## src/hdl/lbas_pkg.sv

```systemverilog
// Shared types and constants of the line block Adler signer.
package lbas_pkg;

	// Adler-32 arithmetic.
	localparam logic [15:0] ADLER_MOD   = 16'd65521;
	localparam logic [31:0] SHORT_MARK  = 32'hfff1_fff1;
	localparam logic [6:0]  SHORT_LIMIT = 7'd4;

	// Register reset values.
	localparam logic [6:0] MAX_LEN_RST = 7'h7f;
	localparam logic [7:0] DELIM_RST   = 8'h0a;

	// Register map: index is byte address bit 2.
	localparam int unsigned ADDR_W = 3;
	localparam logic REG_MAX_LEN = 1'b0;
	localparam logic REG_DELIM   = 1'b1;

	// Output beat layout.
	localparam int unsigned OUT_DATA_W = 136;

	typedef struct packed {
		logic [6:0] max_len;
		logic [7:0] delim;
	} cfg_t;

	typedef struct packed {
		logic [15:0] sum_high;
		logic [15:0] sum_low;
	} adler_t;

endpackage

```

## src/hdl/line_block_adler_signer.sv

```systemverilog
// Top level of the line block Adler signer: block cutting, signing and result register.
//
// The block takes one byte per clock cycle, continuously, for as long as results are
// taken. A byte is captured in an input register; as it leaves that register, the block state
// (position, length, Adler sums and counters) is updated from it and, if the byte closes
// a block, the finished block is written into the result register. A result is therefore
// presented from the result register once its closing byte has left the input
// register. The rate of one byte per cycle, while results are taken,
// is set by the Adler update, two additions with a conditional subtract each, which
// is combinational. When the result register is full and not being taken,
// a byte that closes a block waits in the input register and s_axis_tready falls; bytes
// that do not close a block still pass through. A block closes after the delimiter
// byte, after max_block_len bytes (zero acts as one), or at the byte marked tlast;
// after the tlast block the offset, block index and significant count restart from
// zero. Blocks of four bytes or fewer carry the marker 0xfff1fff1 and are flagged not
// significant. The registers are to be written only while the block is idle. No memory
// is used, so the block is ready straight after reset.
module line_block_adler_signer (
	input  logic                                   clk,
	input  logic                                   arst_n,
	// Input stream
	input  logic                                   s_axis_tvalid,
	output logic                                   s_axis_tready,
	input  logic [7:0]                             s_axis_tdata,  // [7:0] data_byte
	input  logic                                   s_axis_tlast,  // last_byte
	// Result stream
	output logic                                   m_axis_tvalid,
	input  logic                                   m_axis_tready,
	// [31:0] block_offset, [38:32] block_length, [70:39] block_number,
	// [102:71] signature, [134:103] significant_count, [135] zero
	output logic [lbas_pkg::OUT_DATA_W-1:0]        m_axis_tdata,
	output logic                                   m_axis_tuser,  // significant
	// Configuration port
	input  logic                                   psel,
	input  logic                                   penable,
	input  logic                                   pwrite,
	input  logic [lbas_pkg::ADDR_W-1:0]            paddr,
	input  logic [31:0]                            pwdata,
	output logic [31:0]                            prdata,
	output logic                                   pready
);
	import lbas_pkg::*;

	cfg_t cfg;

	lbas_cfg_regs u_cfg (
		.clk     (clk),
		.arst_n  (arst_n),
		.psel    (psel),
		.penable (penable),
		.pwrite  (pwrite),
		.paddr   (paddr),
		.pwdata  (pwdata),
		.prdata  (prdata),
		.pready  (pready),
		.cfg     (cfg)
	);

	// Input register.
	logic       valid_s1;
	logic [7:0] byte_s1;
	logic       last_s1;

	// Block state.
	logic [31:0] pos_q;
	logic [31:0] start_q;
	logic [6:0]  len_q;
	adler_t      sums_q;
	logic [31:0] blocks_q;
	logic [31:0] sig_done_q;

	// Result register.
	logic        valid_s2;
	logic [31:0] offset_s2;
	logic [6:0]  length_s2;
	logic [31:0] number_s2;
	logic [31:0] signature_s2;
	logic        sig_s2;
	logic [31:0] sig_count_s2;

	// Update logic.
	adler_t      sums_nxt;
	logic [31:0] start_eff;
	logic [6:0]  len_nxt;
	logic [6:0]  limit;
	logic        closes;
	logic        sig;
	logic [31:0] sig_count;
	logic        s2_free;
	logic        advance;

	lbas_adler_step u_adler (
		.cur       (sums_q),
		.data_byte (byte_s1),
		.nxt       (sums_nxt)
	);

	always_comb begin
		start_eff = (len_q == 7'd0) ? pos_q : start_q;
		len_nxt   = len_q + 7'd1;
		limit     = (cfg.max_len == 7'd0) ? 7'd1 : cfg.max_len;
		closes    = (byte_s1 == cfg.delim) || (len_nxt >= limit) || last_s1;
		sig       = len_nxt > SHORT_LIMIT;
		sig_count = sig_done_q + {31'd0, sig};
	end

	// A byte that does not close a block never needs the result register.
	assign s2_free       = !valid_s2 || m_axis_tready;
	assign advance       = valid_s1 && (!closes || s2_free);
	assign s_axis_tready = !valid_s1 || advance;

	always_ff @(posedge clk or negedge arst_n) begin
		if (!arst_n) begin
			valid_s1 <= 1'b0;
		end else if (s_axis_tready) begin
			valid_s1 <= s_axis_tvalid;
		end
	end

	always_ff @(posedge clk) begin
		if (s_axis_tready && s_axis_tvalid) begin
			byte_s1 <= s_axis_tdata;
			last_s1 <= s_axis_tlast;
		end
	end

	always_ff @(posedge clk or negedge arst_n) begin
		if (!arst_n) begin
			pos_q      <= 32'd0;
			start_q    <= 32'd0;
			len_q      <= 7'd0;
			sums_q     <= '{sum_high: 16'd0, sum_low: 16'd1};
			blocks_q   <= 32'd0;
			sig_done_q <= 32'd0;
		end else if (advance) begin
			start_q <= start_eff;
			if (closes) begin
				len_q      <= 7'd0;
				sums_q     <= '{sum_high: 16'd0, sum_low: 16'd1};
				pos_q      <= last_s1 ? 32'd0 : pos_q + 32'd1;
				blocks_q   <= last_s1 ? 32'd0 : blocks_q + 32'd1;
				sig_done_q <= last_s1 ? 32'd0 : sig_count;
			end else begin
				len_q  <= len_nxt;
				sums_q <= sums_nxt;
				pos_q  <= pos_q + 32'd1;
			end
		end
	end

	always_ff @(posedge clk or negedge arst_n) begin
		if (!arst_n) begin
			valid_s2 <= 1'b0;
		end else if (s2_free) begin
			valid_s2 <= advance && closes;
		end
	end

	always_ff @(posedge clk) begin
		if (advance && closes) begin
			offset_s2    <= start_eff;
			length_s2    <= len_nxt;
			number_s2    <= blocks_q;
			signature_s2 <= sig ? {sums_nxt.sum_high, sums_nxt.sum_low} : SHORT_MARK;
			sig_s2       <= sig;
			sig_count_s2 <= sig_count;
		end
	end

	assign m_axis_tvalid = valid_s2;
	assign m_axis_tdata  = {1'b0, sig_count_s2, signature_s2, number_s2, length_s2, offset_s2};
	assign m_axis_tuser  = sig_s2;

	// An open block with no bytes holds the Adler seed.
	a_seed_when_empty: assert property (@(posedge clk) disable iff (!arst_n)
		(len_q == 7'd0) |-> (sums_q.sum_low == 16'd1 && sums_q.sum_high == 16'd0))
		else $error("empty block does not hold the Adler seed");

	// Both sums stay reduced below the modulus.
	a_sums_reduced: assert property (@(posedge clk) disable iff (!arst_n)
		(sums_q.sum_low < ADLER_MOD) && (sums_q.sum_high < ADLER_MOD))
		else $error("Adler sum not reduced");

	// The significant flag agrees with the length and with the signature marker.
	a_sig_consistent: assert property (@(posedge clk) disable iff (!arst_n)
		valid_s2 |-> ((sig_s2 == (length_s2 > SHORT_LIMIT)) &&
			      (sig_s2 == (signature_s2 != SHORT_MARK)) && (length_s2 != 7'd0)))
		else $error("significant flag inconsistent with result");

	// A result waiting in the output register is not overwritten.
	a_result_held: assert property (@(posedge clk) disable iff (!arst_n)
		(valid_s2 && !m_axis_tready) |=> (valid_s2 && $stable(offset_s2) &&
						  $stable(signature_s2)))
		else $error("pending result changed");

endmodule

```

## src/hdl/lbas_cfg_regs.sv

```systemverilog
// Configuration registers of the line block Adler signer behind the APB port.
module lbas_cfg_regs (
	input  logic                         clk,
	input  logic                         arst_n,
	input  logic                         psel,
	input  logic                         penable,
	input  logic                         pwrite,
	input  logic [lbas_pkg::ADDR_W-1:0]  paddr,
	input  logic [31:0]                  pwdata,
	output logic [31:0]                  prdata,
	output logic                         pready,
	output lbas_pkg::cfg_t               cfg
);
	import lbas_pkg::*;

	logic [6:0] max_len_q;
	logic [7:0] delim_q;
	logic       wr_en;

	assign pready = 1'b1;
	assign wr_en  = psel & penable & pwrite & pready;

	always_ff @(posedge clk or negedge arst_n) begin
		if (!arst_n) begin
			max_len_q <= MAX_LEN_RST;
			delim_q   <= DELIM_RST;
		end else if (wr_en) begin
			unique case (paddr[2])
				REG_MAX_LEN: max_len_q <= pwdata[6:0];
				REG_DELIM:   delim_q   <= pwdata[7:0];
				default: ;
			endcase
		end
	end

	always_comb begin
		unique case (paddr[2])
			REG_MAX_LEN: prdata = {25'd0, max_len_q};
			REG_DELIM:   prdata = {24'd0, delim_q};
			default:     prdata = 32'd0;
		endcase
	end

	assign cfg.max_len = max_len_q;
	assign cfg.delim   = delim_q;

endmodule

```

## src/hdl/lbas_adler_step.sv

```systemverilog
// One-byte Adler-32 update: two additions, each reduced by a single subtract.
module lbas_adler_step (
	input  lbas_pkg::adler_t cur,
	input  logic [7:0]       data_byte,
	output lbas_pkg::adler_t nxt
);
	import lbas_pkg::*;

	logic [16:0] low_sum;
	logic [16:0] high_sum;
	logic [15:0] low_red;

	always_comb begin
		low_sum  = {1'b0, cur.sum_low} + {9'd0, data_byte};
		low_red  = (low_sum >= {1'b0, ADLER_MOD}) ? 16'(low_sum - {1'b0, ADLER_MOD})
							  : low_sum[15:0];
		high_sum = {1'b0, cur.sum_high} + {1'b0, low_red};
		nxt.sum_low  = low_red;
		nxt.sum_high = (high_sum >= {1'b0, ADLER_MOD}) ? 16'(high_sum - {1'b0, ADLER_MOD})
							      : high_sum[15:0];
	end

endmodule

```

## config.mk

```make
export PLATFORM = sky130hd
export DESIGN_NAME = line_block_adler_signer
export DESIGN_NICKNAME = d
export VERILOG_FILES = /design/src/hdl/lbas_pkg.sv /design/src/hdl/line_block_adler_signer.sv /design/src/hdl/lbas_cfg_regs.sv /design/src/hdl/lbas_adler_step.sv
export SDC_FILE = /design/constraint.sdc
export NUM_CORES = 1
export LEC_CHECK = 0
export BUFFER_PORTS_ARGS = -buffer_cell sky130_fd_sc_hd__buf_4
export CORE_MARGIN = 8
export CORE_UTILIZATION = 40
export DETAILED_ROUTE_END_ITERATION = 7
export SLEW_MARGIN = 20
export SYNTH_ARGS = -nofsm -noshare
export SYNTH_HDL_FRONTEND = slang
export SYNTH_SLANG_ARGS = --single-unit
```

## constraint.sdc

```tcl
create_clock -name clk -period 11.7 [get_ports clk]
set_input_delay 1.17 -clock clk [delete_from_list [all_inputs] [get_ports clk]]
set_output_delay 1.17 -clock clk [all_outputs]
set_load 0.005 [all_outputs]
```

Word level (Yosys, flattened, before mapping)
Cells that the tools add are included.
W data, S select, Z words.
{"block": "word_totals", "reg_bits": 329, "latch_bits": 0, "ram_bits": 0, "mem_bits_ro": 0, "input_bits": 51, "out_inout_bits": 172, "wordCells": 62, "n_memories": 0}
{"block": "classes", "n_addsub": 8, "mul": 0, "div_mod_pow": 0, "n_lt_le_gt_ge": 4, "eq_ne": 1, "n_shift": 0, "mux": 11, "bitwise_logic": 3, "n_reduce_logical": 16}
{"operator": "$mux W32", "n": 6}
{"operator": "$add A32 B1 Y32 const B", "n": 2}
{"operator": "$pmux W32 S2", "n": 1}
{"operator": "$ge A17 B16 Y1 const B", "n": 2}
{"operator": "$add A32 B1 Y32", "n": 1}
{"operator": "$mux W16", "n": 2}
{"operator": "$sub A16 B16 Y16 const B", "n": 2}
{"operator": "$add A16 B16 Y17", "n": 1}
{"operator": "$add A16 B8 Y17", "n": 1}
{"operator": "$logic_not A7 Y1", "n": 2}
{"operator": "$mux W7", "n": 2}
{"operator": "$eq A8 B8 Y1", "n": 1}
{"operator": "$add A7 B1 Y7 const B", "n": 1}
{"operator": "$ge A7 B7 Y1", "n": 1}
{"operator": "$gt A7 B3 Y1 const B", "n": 1}
{"operator": "$reduce_and A2 Y1", "n": 3}
{"operator": "$logic_or A1 B1 Y1", "n": 5}
{"operator": "$logic_and A1 B1 Y1", "n": 3}
{"operator": "$logic_not A1 Y1", "n": 3}
{"operator": "$and A1 B1 Y1", "n": 2}
{"operator": "$not A1 Y1", "n": 1}

Longest topological paths before layout
Gate-level depths: netlist (run 1).
{"block": "depth", "depth_word": 10, "ltp_mapped": 25, "ltp_nobuf": 23}

By module
Synthesis (run 1) repeated with hierarchy kept, for this count alone.
{"block": "hier_totals", "cells_unflattened": 1530, "hier_area_um2": 16698.5}
{"module": "line_block_adler_signer", "instances": 1, "cells_per_inst": 1159, "area_each_um2": 13663.1, "seq_area_each_um2": 8584.5}
{"module": "lbas_adler_step", "instances": 1, "cells_per_inst": 303, "area_each_um2": 2142.1, "seq_area_each_um2": 0.0}
{"module": "lbas_cfg_regs", "instances": 1, "cells_per_inst": 68, "area_each_um2": 893.4, "seq_area_each_um2": 386.6}

Worst setup path before layout (run 1)
No wires, ideal clock.
{"block": "synth_path", "kind": "reg-to-reg", "startpoint": "register sums_q[0] in the netlist's numbering", "endpoint": "register signature_s2[30] (data pin)", "setup_ns": 0.265, "arrival_ns": 5.492, "t_required_ns": 11.435, "slack_ns": 5.942, "path_stages_with_launch": 24, "path_buffers": 0, "period_less_slack_ns": 5.758, "path_cell_list": "dfstp_2 > ha_1 > inv_1 > fa_1 > nand2b_1 > a21oi_1 > o21ai_1 > or3_1 > o31a_1 > or4_1 > nand2_1 > xnor2_1 > ha_1 > inv_1 > fa_1 > nand3b_1 > and4b_1 > a2111oi_4 > o2111ai_1 > or2_1 > o21ai_2 > a31o_2 > a31oi_1 > or3_1"}
{"element": "start: declaration", "line_no": "line_block_adler_signer.sv:68", "text": "adler_t sums_q;"}
{"element": "start signal: assignment", "line_no": "line_block_adler_signer.sv:132", "text": "sums_q <= '{sum_high: 16'd0, sum_low: 16'd1};"}
{"element": "start signal: assignment", "line_no": "line_block_adler_signer.sv:139", "text": "sums_q <= '{sum_high: 16'd0, sum_low: 16'd1};"}
{"element": "start signal: assignment", "line_no": "line_block_adler_signer.sv:145", "text": "sums_q <= sums_nxt;"}
{"element": "end signal: assignment", "line_no": "line_block_adler_signer.sv:164", "text": "signature_s2 <= sig ? {sums_nxt.sum_high, sums_nxt.sum_low} : SHORT_MARK;"}
{"element": "end: declaration", "line_no": "line_block_adler_signer.sv:77", "text": "logic [31:0] signature_s2;"}

==> impl_metrics.env, run 1 <==
export IMPL_grt_pass1_vias=12200
export IMPL_fp_row_count=74
export IMPL_cts_sinks=329
export IMPL_drt_pass1_iter_count=5
export IMPL_max_clock_path_buffers=3
export IMPL_timing_setup_tns_ns=0
export IMPL_share_of_cell_area_taken_by_muxes_after_synthesis=0.0316
export IMPL_fmaxAchievable_mhz=144
export IMPL_detail_route_iter0_violations=820
export IMPL_post_synthesis_average_cell_area_um2=10.4
export IMPL_critPathRequiredTime_ns=11.94
export IMPL_synth_warnings=0
export IMPL_postSynth_topFlopCell="dfrtp_1"
export IMPL_routed_wl_um=41200
export IMPL_critical_path_peak_fanout=18
export IMPL_cts_tree="built"
export IMPL_post_synth_inst_count=1595
export IMPL_cp_arrival_ns=7.17
export IMPL_chipWidth_um=220
export IMPL_drc=0
export IMPL_hp_class="flip-flop to flip-flop"
export IMPL_dr_total_vias=12200
export IMPL_die_height_um=220
export IMPL_cts_max_level=2
export IMPL_cts_buffers_inserted=37
export IMPL_floorplan_core_area_um2=40900
export IMPL_grt_antenna_before_repair=0
export IMPL_seq_area_frac_synth=0.541
export IMPL_layout_cells_most_common_list="247 x nand2_1, 182 x buf_4, 174 x dfrtp_1, 145 x edfxtp_1, 115 x o21ai_0"
export IMPL_power_density_of_the_placed_cells_nw_per_um2=203
export IMPL_synth_seq_cells=329
export IMPL_worst_hold_margin_ns=0.450
export IMPL_clk_latency_ns=0.54
export IMPL_boundaryPins=223
export IMPL_min_period_over_period=0.592
export IMPL_period_needed_ns=6.93
export IMPL_synth_compound_area_share=0.110
export IMPL_synth_simple_gate_area_share=0.182
export IMPL_slew_limit_headroom=0.228
export IMPL_port_buffers=170
export IMPL_path_class="flip-flop to flip-flop"
export IMPL_clock_root_buffer="clkbuf_16"
export IMPL_global_route_usage_total=0.168
export IMPL_synthArstFlopShare=0.559
export IMPL_number_of_enable_type_register_cells_in_the_synthesized_netlist=145
export IMPL_gp_routability_congestion=0.851
export IMPL_grt_overflow_total=0
export IMPL_syn_cell_area_um2=16600
export IMPL_run_status="complete, no violations"
export IMPL_worst_setup_hold_path_clk_slew_ns=0.06
export IMPL_cts_repair_resized=0
export IMPL_unrepaired_setup_endpoints_after_global_routing="no"
export IMPL_post_synth_num_cell_types=82
export IMPL_final_max_slew_viol_count=0
export IMPL_largest_clock_skew_in_the_final_design_ns=0.0127
export IMPL_layout_cells_most_common="nand2_1"
export IMPL_yosys_area_share_xor_xnor=0.0601
export IMPL_post_synth_fa_ha_maj_area_fraction=0.0349
export IMPL_end_kind="flip-flop"
export IMPL_starting_utilization_of_the_core_area=0.405
export IMPL_floorplan_die_area_um2=48200
export IMPL_design_final_nets=1842
export IMPL_vias_per_cell=5.31
export IMPL_synth_top_family_by_area="simple AND/OR/NAND/NOR gates"
export IMPL_final_layout_size_suffix_gt1_frac=0.180
export IMPL_grt_max_degree=77
export IMPL_max_vdd_ir_drop_v=0.000133
export IMPL_ant_nets_after_route=0
export IMPL_timing_critical_path_from_type="flip-flop"
export IMPL_maxCapViolations=0
export IMPL_finalSetupViolations=0
export IMPL_cts_repair_timing_setup_buffer_count=0
export IMPL_flow_area_growth_from_synthesis_pct=17.5
export IMPL_timing_final_hold_violations=0
export IMPL_n_antenna_cell=0
export IMPL_wl_per_instance_um=17.9
export IMPL_cts_hold_fix_buffers=0
export IMPL_grt_first_pass_wirelength_um=65800
export IMPL_hpwl_um=27900
export IMPL_worstMarginPinSlew_ns=1.15
export IMPL_leakage_nw=8.19
==> metrics by stage <==
step	utilization	worst slack, ns	instance area (um2)	std cells	total power, mW
2_1_floorplan	-	5.94	16700	1619	2.41
3_3_place_gp	0.446	5.00	18300	2239	2.77
3_5_place_dp	0.446	4.86	18300	2239	2.81
4_1_cts	0.476	4.79	19500	2306	4.00
5_1_grt	0.476	4.31	19500	2306	4.21
6_report	0.476	4.77	19500	2306	3.96
==> logic make-up (layout without fill, tap and decap cells) <==
family | Yosys count | after routing
XOR/XNOR | 112 | 112
flip-flops | 329 | 329
buffers and inverters | 152 | 307
adder cells (fa/ha/maj) | 45 | 45
AO/OA/AOI/OAI | 286 | 286
other | 2 | 26
AND/OR/NAND/NOR | 622 | 622
multiplexers | 47 | 47
==> final timing paths <==
kind                              startpoint                to  slack, ns  depth (start not counted)
worst min register to register  blocks_q[23]     number_s2[23]       0.45                          0
max in group asynchronous             arst_n         pos_q[31]       9.71                          2
min in group asynchronous             arst_n     sig_done_q[0]       0.61                          1
worst max-delay path               sums_q[0]  signature_s2[29]       4.77                         22
worst min-delay path            blocks_q[23]     number_s2[23]       0.45                          0
worst max register to register     sums_q[0]  signature_s2[29]       4.77                         22
==> state kept, by name, summed over array words and instances (netlist names), 32 cells and up <==
name / count
sig_count_s2: 32
offset_s2: 32
pos_q: 32
blocks_q: 32
start_q: 32
sig_done_q: 32
sums_q: 32
signature_s2: 32
number_s2: 32
==> cell type report <==
class | instances | area [um2]
inverter | 57 | 219
tap | 532 | 666
multi-input combinational | 1138 | 7040
timing repair buffer | 183 | 1380
fill | 3799 | 21400
clock inverter | 15 | 199
clock buffer | 52 | 1010
sequential | 329 | 8970
==> metal layers <==
layer	up-vias	global-route usage	wire, um
li1	5926	-	-
met1	5994	0.228	19000
met2	264	0.275	19500
met3	55	0.0281	1960
met4	0	0.0486	831
met5	-	0	0
==> worst max-delay path, cell delays in order (launching register included) <==
cell and delay, ns:
dfstp_2 0.53, ha_1 0.16, inv_1 0.06, fa_1 0.41
nand2b_1 0.19, a21oi_1 0.29, o21ai_1 0.19, or3_1 0.33
o31a_1 0.15, or4_1 0.69, a21oi_1 0.24, xnor2_1 0.24
inv_1 0.10, ha_1 0.51, nand4_1 0.17, a211oi_1 0.26
nor3_1 0.10, xnor2_1 0.40, nand4_1 0.33, nor3_2 0.39
a31oi_4 0.26, o41ai_1 0.48, nand2_1 0.12
==> where the power goes <==
group / internal (mW) / switching (mW) / leakage (nW) / total [mW]
Sequential: 1.38 / 0.0904 / 3.81 / 1.47
Clock: 0.698 / 0.475 / 0.586 / 1.17
Combinational: 0.493 / 0.829 / 3.79 / 1.32
Total: 2.57 / 1.39 / 8.19 / 3.96
==> cells in the mapped netlist (all sizes together), types with 13 or more instances <==
cell / n / area, um2
or3: 26 / 163
nand4: 35 / 219
xnor2: 60 / 533
mux2: 43 / 484
o21ai: 128 / 644
buf: 35 / 239
and2: 13 / 83.8
o31ai: 17 / 128
clkbuf: 60 / 225
nand2b: 27 / 169
inv: 57 / 214
a21oi: 57 / 297
nor2: 100 / 375
nand2: 248 / 931
dfrtp: 174 / 4350
ha: 43 / 538
nor3: 22 / 120
edfxtp: 145 / 4350
nand3: 51 / 255
xor2: 52 / 463
and3: 39 / 244
nor4: 13 / 87.6
Power figures use the tool's default switching activity.
==> run 2: changes to the inputs <==
clock period = 6.7 ns   (was 11.7 ns; I/O delays follow)
==> run 2 against run 1 <==
- final area grew 2.0%
- combinational power grew 93%
- global-route usage grew 0.13 points
- flip-flop and latch count is the same
- largest cell class unchanged
- worst hold slack lost 0.36 ns
- total power grew 86%
- clock power grew 92%
- via count grew 0.30%
- sequential power grew 74%
- clock skew grew 0.015 ns
==> impl_metrics.env, run 2 (synthesized netlist as in run 1, its figures left out) <==
export IMPL_period_needed_ns=6.38
export IMPL_largest_clock_skew_in_the_final_design_ns=0.0277
export IMPL_grt_max_degree=112
export IMPL_met2_routed_wirelength_um=19100
export IMPL_vias_per_cell=5.26
export IMPL_leakage_nw=8.40
export IMPL_maxCapViolations=0
export IMPL_worst_hold_margin_ns=0.0901
export IMPL_floorplan_die_area_um2=48200
export IMPL_layout_cells_most_common_list="247 x nand2_1, 206 x buf_4, 174 x dfrtp_1, 145 x edfxtp_1, 115 x o21ai_0"
export IMPL_port_buffers=170
export IMPL_crit_path_largest_cell_delay_ns=0.57
export IMPL_hp_class="primary input to asynchronous set/reset pin"
export IMPL_power_density_of_the_placed_cells_nw_per_um2=371
export IMPL_seq_power_share=0.348
export IMPL_top_layer_used="met4"
export IMPL_flow_area_growth_from_synthesis_pct=19.8
export IMPL_design_final_nets=1868
export IMPL_dr_total_vias=12300
export IMPL_r2r_start="sums_q[0]"
export IMPL_cts_tree="built"
export IMPL_drc=0
export IMPL_grt_antenna_before_repair=1
export IMPL_grt_first_pass_wirelength_um=66200
export IMPL_routed_wl_um=41200
export IMPL_worstMarginPinSlew_ns=1.08
export IMPL_grt_pass1_vias=12300
export IMPL_detail_route_iter0_violations=736
export IMPL_grt_overflow_total=0
export IMPL_internal_power_mw=4.84
export IMPL_fill_cell_total_of_the_finished_layout=3799
export IMPL_wl_per_instance_um=17.7
export IMPL_timing_setup_tns_ns=0
export IMPL_critical_path_peak_fanout=7
export IMPL_timing_critical_path_slowest_stage_cell="or4_1"
export IMPL_unrepaired_setup_endpoints_after_global_routing="yes"
export IMPL_drt_pass1_iter_count=5
export IMPL_boundaryPins=223
export IMPL_switchingPower_mw=2.52
export IMPL_chipWidth_um=220
export IMPL_starting_utilization_of_the_core_area=0.405
export IMPL_met3RoutedLength_um=2320
export IMPL_slew_limit_headroom=0.281
export IMPL_finalSetupViolations=0
export IMPL_max_vdd_ir_drop_v=0.000196
export IMPL_fmaxAchievable_mhz=157
export IMPL_final_max_slew_viol_count=0
export IMPL_area_sequential_um2=8970
export IMPL_final_layout_size_suffix_gt1_frac=0.198
export IMPL_max_clock_path_buffers=3
export IMPL_placedCellCount=2260
export IMPL_cts_sinks=329
export IMPL_multi_input_gate_area_in_the_final_layout_um2=7070
export IMPL_hpwl_um=28300
export IMPL_timing_critical_path_from_type="flip-flop"
export IMPL_startpoint="sums_q[0]"
export IMPL_layout_cells_most_common="nand2_1"
export IMPL_die_height_um=220
export IMPL_cp_arrival_ns=6.65
export IMPL_run_status="complete, no violations"
export IMPL_global_route_usage_total=0.169
export IMPL_path_class="flip-flop to flip-flop"
export IMPL_cts_hold_fix_buffers=0
export IMPL_critPathRequiredTime_ns=6.97
export IMPL_min_period_over_period=0.952
export IMPL_p_comb_frac=0.346
export IMPL_timing_final_hold_violations=0
export IMPL_met1_length_um=18700
export IMPL_clk_latency_ns=0.56
export IMPL_ant_nets_after_route=0
export IMPL_gp_routability_congestion=0.840
export IMPL_cts_buffers_inserted=37
export IMPL_fp_row_count=74
export IMPL_post_layout_total_power_mw=7.36
export IMPL_switching_share=0.342
export IMPL_pwr_share_clk=0.306
export IMPL_clock_root_buffer="clkbuf_16"
export IMPL_instances_no_fill=2334
export IMPL_worst_setup_hold_path_clk_slew_ns=0.06
export IMPL_floorplan_core_area_um2=40900
export IMPL_final_core_utilization=0.486
export IMPL_cts_max_level=2
export IMPL_end_kind="flip-flop"
run 2: changes by cell type in the layout (fill, tap and decap cells not counted), sizes merged:
cell,change
buf,+26
bufinv,+5
clkbuf,-8
clkinv,+3
diode,+1
inv,+1
run 2: final timing paths:
kind                                    end  slack, ns  cells past startpoint
max                        signature_s2[16]       0.32                     25
min                           sig_done_q[7]       0.09                      1
max reg2reg                signature_s2[16]       0.32                     25
min reg2reg                   number_s2[23]       0.47                      0
max in group asynchronous       start_q[21]       5.39                      2
min in group clk                 byte_s1[3]       0.31                      1
run 2: worst max-delay path: cells and delay by family, from the launching register on:
kind	cells	cell delay, ns
and+or+nand+nor	7	2.01
AOI/OAI and AO/OA	7	1.29
adders and majority gates	4	1.20
buffers and inverters	5	0.63
DFF	1	0.53
xor gates and xnor gates	2	0.43
run 2: layout make-up:
cell class,count,share of cell area
clock inverters,24,0.0187
flip-flops and latches,329,0.452
diodes,1,0.000126
well taps,532,0.0335
inverters,57,0.0110
multi-input cells,1138,0.356
repair buffers,209,0.0801
clock buffers,44,0.0494
run 2: layer usage:
layer,GRT usage,vias up
met4,0.0552,0
met5,0,-
met1,0.225,5890
met3,0.0350,71
li1,-,5982
met2,0.275,333
run 2: power by group through the flow:
stage / logic (mW) / clock network (mW) / registers [mW]
after detailed placement: 2.47 / 0 / 2.60
final: 2.55 / 2.25 / 2.56
after floorplan: 1.65 / 0 / 2.57
after CTS: 2.47 / 2.31 / 2.56
after global routing: 2.84 / 2.39 / 2.59
after global placement: 2.40 / 0 / 2.59
run 2: what timing repair did:
action / CTS / global route
buffers inserted: 0 / 5
setup endpoints to repair: 0 / 26
gates resized for setup: 0 / 6
run 2: metrics by stage:
step           instance area (um2)  setup slack [ns]
2_1_floorplan                16700             0.942
3_5_place_dp                 18400             0.167
6_report                     19900             0.321
5_1_grt                      19900           -0.0424
3_3_place_gp                 18400             0.267
4_1_cts                      19800             0.125
